**config.mk**
```make
export PLATFORM = sky130hd
export DESIGN_NAME = byte_stream_lookup2_hash_core_flat
export DESIGN_NICKNAME = d
export VERILOG_FILES = /design/src/sv/bslh_pkg.sv /design/src/sv/bslh_if.sv /design/src/sv/bslh_front.sv /design/src/sv/bslh_queue.sv /design/src/sv/bslh_back.sv /design/src/sv/byte_stream_lookup2_hash_core.sv /design/src/flat_wrapper.sv
export SDC_FILE = /design/constraint.sdc
export NUM_CORES = 2
export LEC_CHECK = 0
export ABC_AREA = 0
export ABC_CLOCK_PERIOD_IN_PS = 8100
export BUFFER_PORTS_ARGS = -buffer_cell sky130_fd_sc_hd__buf_2
export CAP_MARGIN = 40
export CORE_ASPECT_RATIO = 2
export CORE_UTILIZATION = 30
export CTS_BUF_LIST = sky130_fd_sc_hd__clkbuf_4 sky130_fd_sc_hd__clkbuf_8
export DETAILED_ROUTE_END_ITERATION = 12
export PLACE_DENSITY = 0.44
export SLEW_MARGIN = 20
export SYNTH_ARGS = -nofsm -noshare
export SYNTH_HDL_FRONTEND = slang
export SYNTH_SLANG_ARGS = --single-unit
```
**constraint.sdc**
```tcl
create_clock -name i_clk -period 8.1 [get_ports i_clk]
set_input_delay 0.405 -clock i_clk [delete_from_list [all_inputs] [get_ports i_clk]]
set_output_delay 0.405 -clock i_clk [all_outputs]
set_load 0.01 [all_outputs]
```
**src/sv/bslh_pkg.sv**
```systemverilog
// Package with the types, constants and mixing functions shared by the lookup2 hash core.
package bslh_pkg;

    localparam logic [31:0] GOLDEN    = 32'h9e37_79b9;
    localparam int          GROUP_LEN = 12;
    localparam int          MIX_STEPS = 9;

    typedef logic [3:0] t_step;

    typedef struct packed {
        logic [31:0] a;
        logic [31:0] b;
        logic [31:0] c;
    } t_words;

    typedef struct packed {
        logic        first;
        logic [31:0] seed;
        logic        has_group;
        t_words      grp;
        logic        has_final;
        t_words      fin;
    } t_job;

    typedef enum logic [0:0] {
        ST_IDLE,
        ST_MIX
    } t_back_state;

    function automatic logic [4:0] mix_shift(t_step step);
        logic [4:0] sh;
        unique case (step)
            4'd0:    sh = 5'd13;
            4'd1:    sh = 5'd8;
            4'd2:    sh = 5'd13;
            4'd3:    sh = 5'd12;
            4'd4:    sh = 5'd16;
            4'd5:    sh = 5'd5;
            4'd6:    sh = 5'd3;
            4'd7:    sh = 5'd10;
            4'd8:    sh = 5'd15;
            default: sh = 5'd0;
        endcase
        return sh;
    endfunction

    function automatic t_words mix_step(t_words w, t_step step);
        t_words     r;
        logic [4:0] sh;
        r  = w;
        sh = mix_shift(step);
        unique case (step) inside
            4'd0, 4'd3, 4'd6: r.a = (w.a - w.b - w.c) ^ (w.c >> sh);
            4'd1, 4'd4, 4'd7: r.b = (w.b - w.c - w.a) ^ (w.a << sh);
            default:          r.c = (w.c - w.a - w.b) ^ (w.b >> sh);
        endcase
        return r;
    endfunction

    function automatic t_words add_words(t_words x, t_words y);
        t_words r;
        r.a = x.a + y.a;
        r.b = x.b + y.b;
        r.c = x.c + y.c;
        return r;
    endfunction

endpackage

```
**src/sv/bslh_if.sv**
```systemverilog
// Handshake interfaces for the key byte input, the hash output and the seed write channel.
interface bslh_in_if;
    logic       valid;
    logic       ready;
    logic [7:0] data_byte;
    logic       byte_valid;
    logic       last;
    modport source (output valid, output data_byte, output byte_valid, output last, input ready);
    modport sink (input valid, input data_byte, input byte_valid, input last, output ready);
endinterface

interface bslh_out_if;
    logic        valid;
    logic        ready;
    logic [31:0] digest;
    modport source (output valid, output digest, input ready);
    modport sink (input valid, input digest, output ready);
endinterface

interface bslh_cfg_if;
    logic        valid;
    logic        ready;
    logic [31:0] seed;
    modport source (output valid, output seed, input ready);
    modport sink (input valid, input seed, output ready);
endinterface

```
**src/sv/bslh_front.sv**
```systemverilog
// Front end: takes key bytes, gathers 12-byte groups and builds group and final jobs.
module bslh_front (
    input  logic            i_clk,
    input  logic            i_rst_n,
    bslh_in_if.sink         i_in,
    bslh_cfg_if.sink        i_cfg,
    input  logic            i_q_ready,
    output logic            o_push,
    output bslh_pkg::t_job  o_job
);
    import bslh_pkg::*;

    logic [7:0]  r_bytes [GROUP_LEN];
    logic [7:0]  n_bytes [GROUP_LEN];
    logic [7:0]  tail    [GROUP_LEN];
    logic [3:0]  r_fill;
    logic [3:0]  fill_after;
    logic [3:0]  tail_fill;
    logic [31:0] r_count;
    logic [31:0] count_after;
    logic [31:0] r_seed;
    logic [31:0] r_key_seed;
    logic [31:0] seed_now;
    logic        r_key_open;
    logic        r_first_pending;
    logic        accept;
    logic        grp_done;

    assign i_in.ready  = i_q_ready;
    assign i_cfg.ready = 1'b1;
    assign accept      = i_in.valid && i_in.ready;

    assign seed_now    = r_key_open ? r_key_seed : r_seed;
    assign fill_after  = r_fill + 4'(i_in.byte_valid);
    assign count_after = r_count + 32'(i_in.byte_valid);
    assign grp_done    = i_in.byte_valid && (r_fill == 4'(GROUP_LEN - 1));
    assign tail_fill   = grp_done ? 4'd0 : fill_after;

    always_comb begin
        for (int i = 0; i < GROUP_LEN; i++) begin
            n_bytes[i] = (i_in.byte_valid && r_fill == 4'(i)) ? i_in.data_byte : r_bytes[i];
            tail[i]    = (4'(i) < tail_fill) ? n_bytes[i] : 8'h00;
        end
    end

    always_comb begin
        o_job.first     = r_first_pending;
        o_job.seed      = seed_now;
        o_job.has_group = grp_done;
        o_job.grp.a     = {n_bytes[3], n_bytes[2], n_bytes[1], n_bytes[0]};
        o_job.grp.b     = {n_bytes[7], n_bytes[6], n_bytes[5], n_bytes[4]};
        o_job.grp.c     = {n_bytes[11], n_bytes[10], n_bytes[9], n_bytes[8]};
        o_job.has_final = i_in.last;
        o_job.fin.a     = {tail[3], tail[2], tail[1], tail[0]};
        o_job.fin.b     = {tail[7], tail[6], tail[5], tail[4]};
        o_job.fin.c     = count_after + {tail[10], tail[9], tail[8], 8'h00};
    end

    assign o_push = accept && (grp_done || i_in.last);

    always_ff @(posedge i_clk) begin
        if (!i_rst_n) begin
            r_seed          <= '0;
            r_key_open      <= 1'b0;
            r_first_pending <= 1'b1;
            r_fill          <= '0;
            r_count         <= '0;
        end else begin
            if (i_cfg.valid && i_cfg.ready) begin
                r_seed <= i_cfg.seed;
            end
            if (accept) begin
                if (i_in.last) begin
                    r_key_open      <= 1'b0;
                    r_first_pending <= 1'b1;
                    r_fill          <= '0;
                    r_count         <= '0;
                end else begin
                    r_key_open      <= 1'b1;
                    r_first_pending <= r_first_pending && !o_push;
                    r_fill          <= grp_done ? 4'd0 : fill_after;
                    r_count         <= count_after;
                end
            end
        end
    end

    always_ff @(posedge i_clk) begin
        if (accept) begin
            r_key_seed <= seed_now;
            r_bytes    <= n_bytes;
        end
    end

endmodule

```
**src/sv/bslh_queue.sv**
```systemverilog
// Short first-in first-out queue of jobs between the front end and the mixing back end.
module bslh_queue #(
    parameter int DEPTH = 4
) (
    input  logic            i_clk,
    input  logic            i_rst_n,
    input  logic            i_push,
    input  bslh_pkg::t_job  i_job,
    output logic            o_ready,
    output logic            o_valid,
    output bslh_pkg::t_job  o_job,
    input  logic            i_pop
);
    import bslh_pkg::*;

    localparam int PW = (DEPTH > 1) ? $clog2(DEPTH) : 1;
    localparam int CW = $clog2(DEPTH + 1);

    t_job          r_mem [DEPTH];
    logic [PW-1:0] r_wr;
    logic [PW-1:0] r_rd;
    logic [CW-1:0] r_count;
    logic          do_push;
    logic          do_pop;

    assign o_ready = (r_count != CW'(DEPTH));
    assign o_valid = (r_count != '0);
    assign o_job   = r_mem[r_rd];
    assign do_push = i_push && o_ready;
    assign do_pop  = i_pop && o_valid;

    always_ff @(posedge i_clk) begin
        if (!i_rst_n) begin
            r_wr    <= '0;
            r_rd    <= '0;
            r_count <= '0;
        end else begin
            if (do_push) begin
                r_wr <= (r_wr == PW'(DEPTH - 1)) ? '0 : r_wr + PW'(1);
            end
            if (do_pop) begin
                r_rd <= (r_rd == PW'(DEPTH - 1)) ? '0 : r_rd + PW'(1);
            end
            if (do_push && !do_pop) begin
                r_count <= r_count + CW'(1);
            end else if (do_pop && !do_push) begin
                r_count <= r_count - CW'(1);
            end
        end
    end

    always_ff @(posedge i_clk) begin
        if (do_push) begin
            r_mem[r_wr] <= i_job;
        end
    end

endmodule

```
**src/sv/bslh_back.sv**
```systemverilog
// Back end: adds job words into the three mixing words, runs the mix and delivers the hash.
module bslh_back (
    input  logic            i_clk,
    input  logic            i_rst_n,
    input  logic            i_q_valid,
    input  bslh_pkg::t_job  i_job,
    output logic            o_q_pop,
    bslh_out_if.source      o_out
);
    import bslh_pkg::*;

    t_back_state r_state;
    t_back_state n_state;
    t_job        r_job;
    t_words      r_w;
    t_words      mixed;
    t_words      base;
    t_step       r_step;
    logic        r_final_phase;
    logic        r_out_valid;
    logic [31:0] r_hash;
    logic        last_step;
    logic        out_free;
    logic        emit;
    logic        advance;

    assign mixed     = mix_step(r_w, r_step);
    assign last_step = (r_step == t_step'(MIX_STEPS - 1));
    assign out_free  = !r_out_valid || o_out.ready;
    assign base      = i_job.first ? t_words'{a: GOLDEN, b: GOLDEN, c: i_job.seed} : r_w;

    always_comb begin
        n_state = r_state;
        unique case (r_state)
            ST_IDLE: begin
                if (i_q_valid) begin
                    n_state = ST_MIX;
                end
            end
            ST_MIX: begin
                if (last_step) begin
                    if (r_final_phase ? out_free : !r_job.has_final) begin
                        n_state = ST_IDLE;
                    end
                end
            end
            default: n_state = ST_IDLE;
        endcase
    end

    always_comb begin
        o_q_pop = 1'b0;
        emit    = 1'b0;
        advance = 1'b0;
        unique case (r_state)
            ST_IDLE: o_q_pop = i_q_valid;
            ST_MIX: begin
                advance = !(last_step && r_final_phase && !out_free);
                emit    = last_step && r_final_phase && out_free;
            end
            default: o_q_pop = 1'b0;
        endcase
    end

    assign o_out.valid  = r_out_valid;
    assign o_out.digest = r_hash;

    always_ff @(posedge i_clk) begin
        if (!i_rst_n) begin
            r_state     <= ST_IDLE;
            r_out_valid <= 1'b0;
        end else begin
            r_state <= n_state;
            if (emit) begin
                r_out_valid <= 1'b1;
            end else if (o_out.ready) begin
                r_out_valid <= 1'b0;
            end
        end
    end

    always_ff @(posedge i_clk) begin
        if (o_q_pop) begin
            r_job         <= i_job;
            r_w           <= add_words(base, i_job.has_group ? i_job.grp : i_job.fin);
            r_final_phase <= !i_job.has_group;
            r_step        <= '0;
        end else if (advance) begin
            if (last_step && !r_final_phase && r_job.has_final) begin
                r_w           <= add_words(mixed, r_job.fin);
                r_final_phase <= 1'b1;
                r_step        <= '0;
            end else begin
                r_w    <= mixed;
                r_step <= r_step + t_step'(1);
            end
        end
        if (emit) begin
            r_hash <= mixed.c;
        end
    end

endmodule

```
**src/sv/byte_stream_lookup2_hash_core.sv**
```systemverilog
// Top level of the streaming lookup2 hash core.
// The core takes at most one key byte per request and returns one 32-bit hash per key,
// after the request that carries last. The front end accepts a byte every cycle while the
// queue has room; every twelfth byte and every key end become a job in a queue of
// QUEUE_DEPTH entries. The back end spends one add and nine mixing rounds on a full group
// and one or two such passes on a key end, so long keys stream at one byte per cycle,
// while a run of very short keys is limited by the mixing unit once the queue fills. The
// hash leaves through an output register, so the next key proceeds while a result waits
// to be taken. The seed is sampled on the first request of each key.
module byte_stream_lookup2_hash_core #(
    parameter int QUEUE_DEPTH = 4
) (
    input  logic       i_clk,
    input  logic       i_rst_n,
    bslh_in_if.sink    i_in,
    bslh_cfg_if.sink   i_cfg,
    bslh_out_if.source o_out
);
    import bslh_pkg::*;

    t_job push_job;
    t_job head_job;
    logic push;
    logic q_ready;
    logic q_valid;
    logic q_pop;

    bslh_front u_front (
        .i_clk     (i_clk),
        .i_rst_n   (i_rst_n),
        .i_in      (i_in),
        .i_cfg     (i_cfg),
        .i_q_ready (q_ready),
        .o_push    (push),
        .o_job     (push_job)
    );

    bslh_queue #(
        .DEPTH (QUEUE_DEPTH)
    ) u_queue (
        .i_clk   (i_clk),
        .i_rst_n (i_rst_n),
        .i_push  (push),
        .i_job   (push_job),
        .o_ready (q_ready),
        .o_valid (q_valid),
        .o_job   (head_job),
        .i_pop   (q_pop)
    );

    bslh_back u_back (
        .i_clk     (i_clk),
        .i_rst_n   (i_rst_n),
        .i_q_valid (q_valid),
        .i_job     (head_job),
        .o_q_pop   (q_pop),
        .o_out     (o_out)
    );

endmodule

```
**src/flat_wrapper.sv**
```systemverilog
// flat-port wrapper written by rule: the top's interface ports become plain ports
module byte_stream_lookup2_hash_core_flat import bslh_pkg::*;
#(
    parameter int QUEUE_DEPTH = 4
)
  (i_clk, i_rst_n, i_in_valid, i_in_data_byte, i_in_byte_valid, i_in_last, i_in_ready, i_cfg_valid, i_cfg_seed, i_cfg_ready, o_out_valid, o_out_digest, o_out_ready);
  bslh_in_if i_in_i ();
  bslh_cfg_if i_cfg_i ();
  bslh_out_if o_out_i ();
  input  logic i_clk;
  input  logic i_rst_n;
  input wire logic [$bits(i_in_i.valid)-1:0] i_in_valid;
  input wire logic [$bits(i_in_i.data_byte)-1:0] i_in_data_byte;
  input wire logic [$bits(i_in_i.byte_valid)-1:0] i_in_byte_valid;
  input wire logic [$bits(i_in_i.last)-1:0] i_in_last;
  output wire logic [$bits(i_in_i.ready)-1:0] i_in_ready;
  input wire logic [$bits(i_cfg_i.valid)-1:0] i_cfg_valid;
  input wire logic [$bits(i_cfg_i.seed)-1:0] i_cfg_seed;
  output wire logic [$bits(i_cfg_i.ready)-1:0] i_cfg_ready;
  output wire logic [$bits(o_out_i.valid)-1:0] o_out_valid;
  output wire logic [$bits(o_out_i.digest)-1:0] o_out_digest;
  input wire logic [$bits(o_out_i.ready)-1:0] o_out_ready;
  assign i_in_i.valid = i_in_valid;
  assign i_in_i.data_byte = i_in_data_byte;
  assign i_in_i.byte_valid = i_in_byte_valid;
  assign i_in_i.last = i_in_last;
  assign i_in_ready = i_in_i.ready;
  assign i_cfg_i.valid = i_cfg_valid;
  assign i_cfg_i.seed = i_cfg_seed;
  assign i_cfg_ready = i_cfg_i.ready;
  assign o_out_valid = o_out_i.valid;
  assign o_out_digest = o_out_i.digest;
  assign o_out_i.ready = o_out_ready;
  byte_stream_lookup2_hash_core #(.QUEUE_DEPTH(QUEUE_DEPTH)) u_core (.i_clk(i_clk), .i_rst_n(i_rst_n), .i_in(i_in_i), .i_cfg(i_cfg_i), .o_out(o_out_i));
endmodule
```
==> flow_metrics.tcl <==
set metrics [dict create \
    status "finished, final reports clean" \
    dr.pass1.iters 6 \
    finalSetupViolations 0 \
    syn_area_um2 77400 \
    core_area_um2 256000 \
    io_buffers 80 \
    cts_buffer_depth 4 \
    io-pin-count 82 \
    final_hold_viol_count 0 \
    r2r-start "u_core.u_back.r_w[34]" \
    cts_buffers 209 \
    grt_pass1_vias 54800 \
    critPathKind "flop to flop" \
    layout.nets 6849 \
    synthTopCellsByCount "edfxtp_1 (1262), nand2_1 (463), a21oi_1 (360)" \
    insertion_delay_ps 990 \
    skew_ps 96.1 \
    layout-drive-gt1-share_pct 19.3 \
    synthTopCellsByArea "edfxtp_1 (49%), mux4_2 (8.9%), ha_1 (5.5%), mux2_2 (3.4%), xnor2_1 (3.0%)" \
    reg2reg_slack_ps 790 \
    yosys_warnings 0 \
    htreeDepth 4 \
    dieWidth_um 361 \
    fin_hold_ws_ps 104 \
    maxSlewHeadroom_pct 34.0 \
    dp_hpwl_mm 232 \
    post_cts_buffers 0 \
    synth_area_per_cell_um2 12.7 \
    ys_ff_latch 1352 \
    clock-sinks 1352 \
    worstHoldPathType "input pin to flop" \
    synth-main-ff-cell "edfxtp_1" \
    startpoint_type "flop" \
    yosysUniqueCellTypes 87 \
    yosysMostFrequentCell "edfxtp_1" \
    cts_tree "built" \
    synth_nets 6585 \
    antenna_found_initial 18 \
    yosysSeqAreaShare_pct 51.3 \
    holdPathStages 4 \
    maxCapViolations 0 \
    finalCritPeriodShare_pct 90.3 \
    worst_setup_path_end_kind "flop" \
    ant_nets 0 \
    grt_max_degree 95 \
    routed_wl_mm 307 \
    die_area_um2 260000 \
    clk_pin_slew_ps 70 \
    worstPathArrival_ps 8000 \
    yosys.area.top_type_share_pct 49.0 \
    vias_per_cell 5.39 \
    required_ps 8790 \
    post-route-drc-count 0 \
    syn_inst 6097 \
    drt-initial-drc-count 4185 \
    yosysTopAreaCell "edfxtp_1" \
    gp_congestion 0.989 \
    ys_async_sr_fraction_pct 0 \
    timing.rr.end "u_core.u_back.r_w[95]" \
    finalMaxSlewViolations 0 \
    fin_setup_tns_ps 0 \
    fin_util_pct 34.2 \
    initial_core_util_pct 30.2 \
    rows 263 \
    grt_pass1_wl_mm 425 \
    vias 53000 \
    track_usage_pct 23.2 \
    fmax_mhz 137 \
    synth-edff-count 1262 \
    min_delay_worst_endpoint "u_core.u_front.r_fill[2]" \
    wl_per_cell_um 31.2 \
    critical_path.max_fanout 6 \
    cts_root_buffer "clkbuf_8" \
    die_h_um 720 \
    fin_crit_ps 7310 \
    place_area_um2 82800 \
    r2r_cells 22 \
    areaGrowthSynthToFinish_pct 13.2 \
    min-delay-start "i_in_last" \
    rsz0062_at_grt "no" \
    final_cell_area_um2 87600 \
    worstMarginPinSlew_ps 979 \
    gr-total-overflow 0 \
]
==> cell type report <==
type / count / area [um2]
flip-flops and latches: 1352 / 39700
clock inverters: 99 / 855
repair buffers: 341 / 2810
diodes: 14 / 35.0
clock buffers: 270 / 3400
fillers: 25200 / 169000
well taps: 3312 / 4140
inverters: 186 / 711
multi-input cells: 4271 / 36000
==> flip-flops by register name, indices dropped and copies added, names as in the netlist, named ones only <==
signal	count
u_core.u_queue.r_mem	908
u_core.u_back.r_job	97
u_core.u_back.r_w	96
u_core.u_front.r_bytes	96
u_core.u_back.o_out.digest	32
u_core.u_front.r_count	32
u_core.u_front.r_key_seed	32
u_core.u_front.r_seed	32
u_core.u_back.r_step	4
u_core.u_front.r_fill	4
u_core.u_queue.r_count	3
u_core.u_queue.r_rd	2
u_core.u_queue.r_wr	2
u_core.u_back.o_out.valid	1
u_core.u_back.r_final_phase	1
u_core.u_back.r_state	1
u_core.u_front.r_first_pending	1
u_core.u_front.r_key_open	1
==> worst max path at each step <==
stage / from / endpoint / slack, ps
floorplan: u_core.u_front.r_fill[2] / u_core.u_queue.r_mem[1][0] / 870
global placement: u_core.u_back.r_w[34] / u_core.u_back.r_w[95] / 830
detailed placement: u_core.u_back.r_w[34] / u_core.u_back.r_w[95] / 870
CTS: u_core.u_back.r_w[34] / u_core.u_back.r_w[95] / 870
global route: u_core.u_back.r_w[34] / u_core.u_back.r_w[95] / 450
finish: u_core.u_back.r_w[34] / u_core.u_back.r_w[95] / 790
==> layout by cell type, fill, tap and decap left out, types with 46 or more instances in the layout <==
| master | Yosys | layout |
|---|---|---|
| a211oi_1 | 79 | 79 |
| dlygate4sd3_1 | 0 | 52 |
| clkbuf_8 | 0 | 220 |
| fa_1 | 101 | 101 |
| a21oi_1 | 360 | 359 |
| o21ai_0 | 350 | 348 |
| ha_1 | 340 | 340 |
| a21o_1 | 121 | 121 |
| nor3_1 | 59 | 57 |
| edfxtp_1 | 1262 | 1262 |
| xor2_1 | 133 | 133 |
| nand2b_1 | 47 | 46 |
| o21a_1 | 46 | 46 |
| mux2_2 | 231 | 231 |
| nand2_1 | 463 | 460 |
| nor2_1 | 321 | 315 |
| or2_2 | 52 | 51 |
| buf_4 | 11 | 177 |
| dfxtp_1 | 90 | 82 |
| nor2b_1 | 158 | 157 |
| and3_1 | 68 | 68 |
| a31oi_1 | 59 | 58 |
| mux2i_1 | 132 | 132 |
| inv_1 | 182 | 179 |
| mux4_2 | 305 | 303 |
| buf_2 | 14 | 87 |
| clkbuf_4 | 0 | 50 |
| xnor2_1 | 262 | 262 |
| nand3_1 | 95 | 95 |
==> critical path: stages (launching register included) <==
cell and delay, ps:
edfxtp_1 570, inv_1 180, fa_1 800, ha_1 360, nor2b_1 170, o31ai_1 350, a21oi_1 260, a211oi_1 700
o31a_1 320, o21ai_0 150, and4b_1 250, nor3_1 290, ha_1 380, a21o_1 200, a21o_1 190, a21o_1 200
a21o_1 170, a2111oi_0 850, nor4_1 90, a41oi_1 190, and3_1 190, xnor2_1 110, mux2i_1 90
==> metal layers <==
layer	track usage, %	share of wire [%]	routed length, um
met5	0	0.0042	13
met4	16.6	8.1	24800
met3	2.17	3.4	10600
met2	43.6	54	165000
met1	23.9	35	106000
==> through the flow <==
stage	std cells	setup WS, ps
after global routing	9839	447
after floorplan	6097	875
after global placement	9390	831
after detailed placement	9407	867
final	9845	788
after CTS	9828	866
==> cell families after synthesis <==
kind of cell / count (synthesis) / share of synthesized area, %
muxes: 669 / 14.0
other: 1 / 0.00485
and+or+nand+nor: 1418 / 8.77
buffers and inverters: 474 / 2.40
AOI/OAI and AO/OA: 1346 / 10.9
adders and majority gates: 441 / 8.11
DFF: 1352 / 51.3
xor gates and xnor gates: 396 / 4.50
==> what timing repair did <==
| item | 4_1_cts | 5_1_grt |
|---|---|---|
| hold buffers | 52 | 0 |
| gates resized for setup | 0 | 0 |
| endpoints found under the hold margin | 46 | 0 |
| endpoints found under the setup margin | 0 | 0 |
Power is not shown: default switching activity piles up to over one toggle a cycle in this logic, so the estimate is an artifact.
